===== config.mk =====
export PLATFORM = sky130hd
export DESIGN_NAME = calendar_date_add_days
export DESIGN_NICKNAME = d
export VERILOG_FILES = /design/src/rtl/cdad_pkg.sv /design/src/rtl/cdad_mlen.sv /design/src/rtl/cdad_alu.sv /design/src/rtl/calendar_date_add_days.sv
export SDC_FILE = /design/constraint.sdc
export NUM_CORES = 1
export LEC_CHECK = 0
export BUFFER_PORTS_ARGS = -buffer_cell sky130_fd_sc_hd__buf_2
export CAP_MARGIN = 15
export CORE_MARGIN = 10
export CORE_UTILIZATION = 62
export DETAILED_ROUTE_END_ITERATION = 16
export PLACE_DENSITY_LB_ADDON = 0.2
export SLEW_MARGIN = 30
export SYNTH_ARGS = -nofsm -noshare
export SYNTH_HDL_FRONTEND = slang
export SYNTH_SLANG_ARGS = --single-unit

===== constraint.sdc =====
create_clock -name clk_i -period 6.8 [get_ports clk_i]
set_input_delay 1.36 -clock clk_i [delete_from_list [all_inputs] [get_ports clk_i]]
set_output_delay 1.36 -clock clk_i [all_outputs]
set_load 0.01 [all_outputs]

===== src/rtl/cdad_pkg.sv =====
`timescale 1ns / 1ps

package cdad_pkg;

  // field widths
  localparam int unsigned YEAR_W   = 14;
  localparam int unsigned MONTH_W  = 4;
  localparam int unsigned DAY_W    = 5;
  localparam int unsigned ADD_W    = 10;
  localparam int unsigned STATUS_W = 2;

  // internal widths: one spare year bit for overflow, day sum up to 31 + 1023
  localparam int unsigned YEAR_IW = YEAR_W + 1;
  localparam int unsigned SUM_W   = ADD_W + 1;
  localparam int unsigned QUOT_W  = 10;
  localparam int unsigned REM25_W = 5;

  // divide by 25 through a reciprocal: q = (y * 5243) >> 17, exact for y below 2^15
  localparam int unsigned DIV25_MUL_W = 13;
  localparam logic [DIV25_MUL_W-1:0] DIV25_MUL = 13'd5243;
  localparam int unsigned DIV25_SHIFT = 17;
  localparam int unsigned PROD_W = YEAR_W + DIV25_MUL_W;
  localparam logic [REM25_W-1:0] REM25_LAST = 5'd24;

  // months
  localparam logic [MONTH_W-1:0] MONTH_JAN = 4'd1;
  localparam logic [MONTH_W-1:0] MONTH_FEB = 4'd2;
  localparam logic [MONTH_W-1:0] MONTH_AUG = 4'd8;
  localparam logic [MONTH_W-1:0] MONTH_DEC = 4'd12;

  // month lengths
  localparam logic [DAY_W-1:0] LEN_28 = 5'd28;
  localparam logic [DAY_W-1:0] LEN_29 = 5'd29;
  localparam logic [DAY_W-1:0] LEN_30 = 5'd30;
  localparam logic [DAY_W-1:0] LEN_31 = 5'd31;

  // status codes
  localparam logic [STATUS_W-1:0] ST_OK       = 2'd0;
  localparam logic [STATUS_W-1:0] ST_BAD_DATE = 2'd1;
  localparam logic [STATUS_W-1:0] ST_YEAR_OVF = 2'd2;

  typedef struct packed {
    logic [YEAR_W-1:0]  start_year;
    logic [MONTH_W-1:0] start_month;
    logic [DAY_W-1:0]   start_day;
    logic [ADD_W-1:0]   days_to_add;
  } in_item_t;

  typedef struct packed {
    logic [YEAR_W-1:0]   result_year;
    logic [MONTH_W-1:0]  result_month;
    logic [DAY_W-1:0]    result_day;
    logic [STATUS_W-1:0] status;
  } res_item_t;

  typedef enum logic [1:0] {
    S_IDLE,
    S_RECIP,
    S_CHECK,
    S_WALK
  } state_e;

  // sequencer controls to the datapath
  typedef struct packed {
    logic load;
    logic recip;
    logic init_walk;
    logic step;
    logic finish_ok;
    logic finish_bad;
  } ctrl_t;

endpackage


===== src/rtl/cdad_mlen.sv =====
`timescale 1ns / 1ps

module cdad_mlen (
  input  logic [cdad_pkg::MONTH_W-1:0] month_i,
  input  logic [3:0]                   year_lo_i,
  input  logic                         rem25_zero_i,
  output logic [cdad_pkg::DAY_W-1:0]   len_o
);

  logic leap;

  // leap: divisible by 4, and not by 100 unless by 400 (by 16 and by 25)
  assign leap = (year_lo_i[1:0] == 2'd0) && (!rem25_zero_i || (year_lo_i[3:2] == 2'd0));

  // month length, invalid month codes give 30 or 31 and are caught by the range check
  always_comb begin
    if (month_i == cdad_pkg::MONTH_FEB) begin
      len_o = leap ? cdad_pkg::LEN_29 : cdad_pkg::LEN_28;
    end else if ((month_i < cdad_pkg::MONTH_AUG) == month_i[0]) begin
      len_o = cdad_pkg::LEN_31;
    end else begin
      len_o = cdad_pkg::LEN_30;
    end
  end

endmodule


===== src/rtl/cdad_alu.sv =====
`timescale 1ns / 1ps

module cdad_alu (
  input  logic [cdad_pkg::SUM_W-1:0] a_i,
  input  logic [cdad_pkg::SUM_W-1:0] b_i,
  output logic [cdad_pkg::SUM_W-1:0] diff_o,
  output logic                       le_o
);

  logic borrow;

  // shared subtract and compare: a - b, and a <= b
  assign {borrow, diff_o} = {1'b0, a_i} - {1'b0, b_i};
  assign le_o = borrow || (diff_o == '0);

endmodule


===== src/rtl/calendar_date_add_days.sv =====
`timescale 1ns / 1ps

// channel   dir  ports                      meaning
// item      in   start_i, busy_o, item_i    start date and day count
// result    out  valid_o, res_o             date and status, one-cycle strobe
//
// one item runs through the reciprocal, check and walk states from accept to the result
// strobe; the walk steps over at most 34 months for a count of 1023, and takes one
// month per cycle through the single subtract/compare unit.
// an invalid start date gives its result from the check state, with no walk.
// reset clears the sequencer and the result strobe; results cannot be stalled.
module calendar_date_add_days (
  input  logic                  clk_i,
  input  logic                  rst_ni,
  input  logic                  start_i,
  output logic                  busy_o,
  input  cdad_pkg::in_item_t    item_i,
  output logic                  valid_o,
  output cdad_pkg::res_item_t   res_o
);

  cdad_pkg::state_e state_q, state_d;
  cdad_pkg::ctrl_t  ctrl;

  logic [cdad_pkg::YEAR_IW-1:0] year_q;
  logic [cdad_pkg::MONTH_W-1:0] month_q;
  logic [cdad_pkg::SUM_W-1:0]   day_q;
  logic [cdad_pkg::ADD_W-1:0]   add_q;
  logic [cdad_pkg::QUOT_W-1:0]  quot_q;
  logic [cdad_pkg::REM25_W-1:0] rem25_q;
  cdad_pkg::res_item_t          res_q;
  logic                         valid_q;

  logic [cdad_pkg::PROD_W-1:0]  prod;
  logic [cdad_pkg::YEAR_IW-1:0] quot25x;
  logic [cdad_pkg::YEAR_IW-1:0] rem_full;
  logic [cdad_pkg::REM25_W-1:0] rem25_cur;
  logic [cdad_pkg::DAY_W-1:0]   len;
  logic [cdad_pkg::SUM_W-1:0]   diff;
  logic                         le;
  logic                         date_ok;
  logic                         month_ok;
  logic                         year_roll;

  // quotient by 25 through the reciprocal product
  assign prod = cdad_pkg::PROD_W'(year_q[cdad_pkg::YEAR_W-1:0]) *
                cdad_pkg::PROD_W'(cdad_pkg::DIV25_MUL);

  // remainder by 25 from the registered quotient
  assign quot25x  = (cdad_pkg::YEAR_IW'(quot_q) << 4) + (cdad_pkg::YEAR_IW'(quot_q) << 3) +
                    cdad_pkg::YEAR_IW'(quot_q);
  assign rem_full = year_q - quot25x;
  assign rem25_cur = (state_q == cdad_pkg::S_CHECK) ? rem_full[cdad_pkg::REM25_W-1:0] : rem25_q;

  cdad_mlen u_mlen (
    .month_i      (month_q),
    .year_lo_i    (year_q[3:0]),
    .rem25_zero_i (rem25_cur == '0),
    .len_o        (len)
  );

  cdad_alu u_alu (
    .a_i    (day_q),
    .b_i    (cdad_pkg::SUM_W'(len)),
    .diff_o (diff),
    .le_o   (le)
  );

  // start date check
  always_comb begin
    month_ok = month_q inside {[cdad_pkg::MONTH_JAN:cdad_pkg::MONTH_DEC]};
    date_ok  = month_ok && (day_q != '0) && le;
  end

  assign year_roll = (month_q == cdad_pkg::MONTH_DEC);

  // next state
  always_comb begin
    state_d = state_q;
    case (state_q)
      cdad_pkg::S_IDLE: begin
        if (start_i) state_d = cdad_pkg::S_RECIP;
      end
      cdad_pkg::S_RECIP: begin
        state_d = cdad_pkg::S_CHECK;
      end
      cdad_pkg::S_CHECK: begin
        state_d = date_ok ? cdad_pkg::S_WALK : cdad_pkg::S_IDLE;
      end
      cdad_pkg::S_WALK: begin
        if (le) state_d = cdad_pkg::S_IDLE;
      end
      default: state_d = cdad_pkg::S_IDLE;
    endcase
  end

  // sequencer outputs
  always_comb begin
    ctrl = '0;
    case (state_q)
      cdad_pkg::S_IDLE: begin
        ctrl.load = start_i;
      end
      cdad_pkg::S_RECIP: begin
        ctrl.recip = 1'b1;
      end
      cdad_pkg::S_CHECK: begin
        ctrl.init_walk  = date_ok;
        ctrl.finish_bad = !date_ok;
      end
      cdad_pkg::S_WALK: begin
        ctrl.step      = !le;
        ctrl.finish_ok = le;
      end
      default: ctrl = '0;
    endcase
  end

  // sequencer state
  always_ff @(posedge clk_i or negedge rst_ni) begin
    if (!rst_ni) begin
      state_q <= cdad_pkg::S_IDLE;
      valid_q <= 1'b0;
    end else begin
      state_q <= state_d;
      valid_q <= ctrl.finish_ok || ctrl.finish_bad;
    end
  end

  // date datapath
  always_ff @(posedge clk_i) begin
    if (ctrl.load) begin
      year_q  <= cdad_pkg::YEAR_IW'(item_i.start_year);
      month_q <= item_i.start_month;
      day_q   <= cdad_pkg::SUM_W'(item_i.start_day);
      add_q   <= item_i.days_to_add;
    end
    if (ctrl.recip) begin
      quot_q <= prod[cdad_pkg::DIV25_SHIFT +: cdad_pkg::QUOT_W];
    end
    if (ctrl.init_walk) begin
      rem25_q <= rem25_cur;
      day_q   <= day_q + cdad_pkg::SUM_W'(add_q);
    end
    // take one whole month off
    if (ctrl.step) begin
      day_q <= diff;
      if (year_roll) begin
        month_q <= cdad_pkg::MONTH_JAN;
        year_q  <= year_q + 1'b1;
        rem25_q <= (rem25_q == cdad_pkg::REM25_LAST) ? '0 : rem25_q + 1'b1;
      end else begin
        month_q <= month_q + 1'b1;
      end
    end
  end

  // result register
  always_ff @(posedge clk_i) begin
    if (ctrl.finish_bad) begin
      res_q.result_year  <= '0;
      res_q.result_month <= '0;
      res_q.result_day   <= '0;
      res_q.status       <= cdad_pkg::ST_BAD_DATE;
    end else if (ctrl.finish_ok) begin
      res_q.result_year  <= year_q[cdad_pkg::YEAR_W-1:0];
      res_q.result_month <= month_q;
      res_q.result_day   <= day_q[cdad_pkg::DAY_W-1:0];
      res_q.status       <= year_q[cdad_pkg::YEAR_W] ? cdad_pkg::ST_YEAR_OVF : cdad_pkg::ST_OK;
    end
  end

  assign busy_o  = (state_q != cdad_pkg::S_IDLE);
  assign valid_o = valid_q;
  assign res_o   = res_q;

endmodule

==> impl_metrics.toml <==
[sta]
worst_pin_slew_ns = 0.935
period_minus_slack_ns = 5.59
final.setup.tns_ns = 0
clock_skew_ns = 0.00674
fmax_ghz = 0.179
relSlewSlack_pct = 37.7
finalSetupViolCount = 0
rsz0062_at_grt = "no"
fin_crit_sh_pct = 82.2
final_max_slew_viol_count = 0
hold_violations = 0

[worst_setup_path]
path_cells = "inv_1, ha_1, inv_1, fa_1, nand2b_1, a21oi_1, xnor2_1, xnor2_1, o21ai_0, o41ai_1, a21oi_1, ha_1, and2b_1, o211ai_1, mux2_1, a2111o_1, o21bai_4, nand3_2, nand3_1"
critPathMaxFanout = 21
cp.required_ns = 6.78
timing.setup.critical_path_class = "flop to flop"
critPathArrivalTime_ns = 5.57
crit_family = "compound AO/OA/AOI/OAI gates"
critPathBufInv = 2
start_kind = "flop"
end_kind = "flop"
crit_slowest_cell = "nand3_1"
critPathMaxStageDelay_ns = 0.62

[job]
maxCapViolCount = 0

[cells_and_area]
syn_to_final_growth_pct = 9.19
antennaDiodeCount = 0
layout-drive-gt1-share_pct = 10.3
fillers = 886
nets = 1052

[cts]
cts_tree = "done"
clock-sinks = 78
ctsLongestPathBuffers = 2
post-cts-setup-buffer-count = 0
cts_buffers = 9
clockRootBuffer = "clkbuf_16"
clk_pin_slew_ns = 0.06
clk_latency_ns = 0.35
cts_htree_levels = 3
cts_hold_buf = 0
ctsResizeCount = 0

[logic_synthesis]
synth_area_um2 = 7440
avgSynthCellArea_um2 = 9.45
synth_edf_count = 30
synthCells = 787
synthFlopType = "dfxtp_1"
syn_nets = 1002
synth-async-reset-ratio_pct = 3.85
ys_types = 59
synth-seq-cells = 78
ys_warn_count = 0
ys_seq_area_share_pct = 25.2

[place]
dp.final_hpwl_um = 14100
place.gp.congestion = 0.951
numPortBuffers = 62

[route]
vias_per_cell = 5.82
drtPass1Iterations = 5
routed_wl_um = 17300
drc = 0
vias = 5731
ant_nets = 0
drt-initial-drc-count = 438
routedWlPerCell_um = 17.6

[grt]
antenna_found_initial = 0
top_usage_layer = "met2"
first_global_vias = 6016
gr-usage-met1_pct = 24.7
grt_max_degree = 30
grt_overflow = 0
met3_usage_pct = 3.34
globalRouteTotalUtil_pct = 21.7
met2_usage_pct = 39.3
grt_pass1_wl_um = 29100

[floorplan]
row_count = 39
die_area_um2 = 16800
io_pins = 63
core-area_um2 = 11600
dieWidth_um = 130
die_height_um = 130
initial_core_util_pct = 64.3

[run_status]
status = "complete, no violations"

[min_path]
worstHoldPathType = "flop to flop"
[registers in the layout, indices dropped and copies added (netlist names)]
name and count:
res_o 25, quot_q 5, day_q 11, add_q 10, valid_o 1, year_q 15
month_q 4, state_q 2, rem25_q 5
[layout by cell type, fill, tap and decap left out, types with 4 or more instances in the layout]
cell type    n
nor2b_1      6
edfxtp_1    30
buf_2       62
a311oi_1     6
o32ai_1      9
o21a_1       5
fa_1        64
inv_1      132
nand2_1     86
o22ai_1      6
dfxtp_1     45
and3_1       5
nor4_1       4
a21oi_1     54
o21ai_0     19
and2_1       4
nor2_1      35
mux2i_1     13
clkbuf_16    9
xor2_1      12
ha_1       115
nand3_1      8
nor3_1       5
nand2b_1    14
xnor2_1     23
a21o_1      13
[cell usage after synthesis (13+ instances only)]
cell type / n / area (um2)
buf_2: 13 / 65.1
dfxtp_1: 45 / 901
a21oi_1: 55 / 275
ha_1: 115 / 1440
mux2i_1: 13 / 130
xnor2_1: 23 / 201
nor2_1: 35 / 131
nand2_1: 86 / 323
edfxtp_1: 30 / 901
inv_1: 132 / 495
nand2b_1: 14 / 87.6
a21o_1: 13 / 97.6
fa_1: 64 / 1280
o21ai_0: 19 / 95.1
[per-stage QoR]
stage	hold WS [ns]	std cells	cell area (um2)	worst slack, ns	util (%)
floorplan	0.446	787	7440	1.98	-
global placement	0.430	969	7820	1.50	67.6
detailed placement	0.441	969	7830	1.27	67.7
CTS	0.451	985	8120	1.21	70.2
global route	0.470	985	8120	0.823	70.2
finish	0.450	985	8120	1.21	70.2
[path summary, 6_finish.rpt]
check / startpoint / end / slack [ns] / depth (start not counted)
max in group asynchronous: rst_ni / state_q[0] / 5.87 / 1
setup reg to reg: year_q[1] / day_q[4] / 1.21 / 19
hold reg to reg: res_o[24] / res_o[24] / 0.45 / 2
setup / recovery: year_q[1] / day_q[4] / 1.21 / 19
min in group asynchronous: rst_ni / state_q[1] / 0.81 / 1
hold / removal: res_o[24] / res_o[24] / 0.45 / 2
[layer usage]
metal  vias up  share of wire, %
li1       2721                 -
met1      2778                40
met2       190                51
met3        42               5.7
met4         0               3.3
met5         -                 0
[cells by family (layout without fill, tap and decap cells)]
logic type                 after synthesis  count (layout)  share of synthesized area [%]
and+or+nand+nor                        180             180                           11.1
adders and majority gates              179             179                           36.6
buffers and inverters                  156             211                           8.23
AOI/OAI and AO/OA                      143             143                           12.6
DFF                                     78              78                           25.2
xor gates and xnor gates                35              35                           4.12
muxes                                   16              16                           2.20
[tightest hold or removal path, stage by stage, from the launching register on]
cell and delay [ns]:
dfxtp_1 0.30, nand2_1 0.05, a21oi_1 0.05
[layout make-up]
class	instances	area [um2]	share of cell area, %
clock buffers	11	233	2.87
clock inverters	5	57.6	0.709
inverters	132	495	6.10
multi-input cells	553	4960	61.1
flip-flops and latches	78	1880	23.1
well taps	143	179	2.20
repair buffers	63	318	3.91
Power is left out: the tool's default activity adds up to more than one toggle a clock period on the data nets, which glitch-free logic cannot reach.
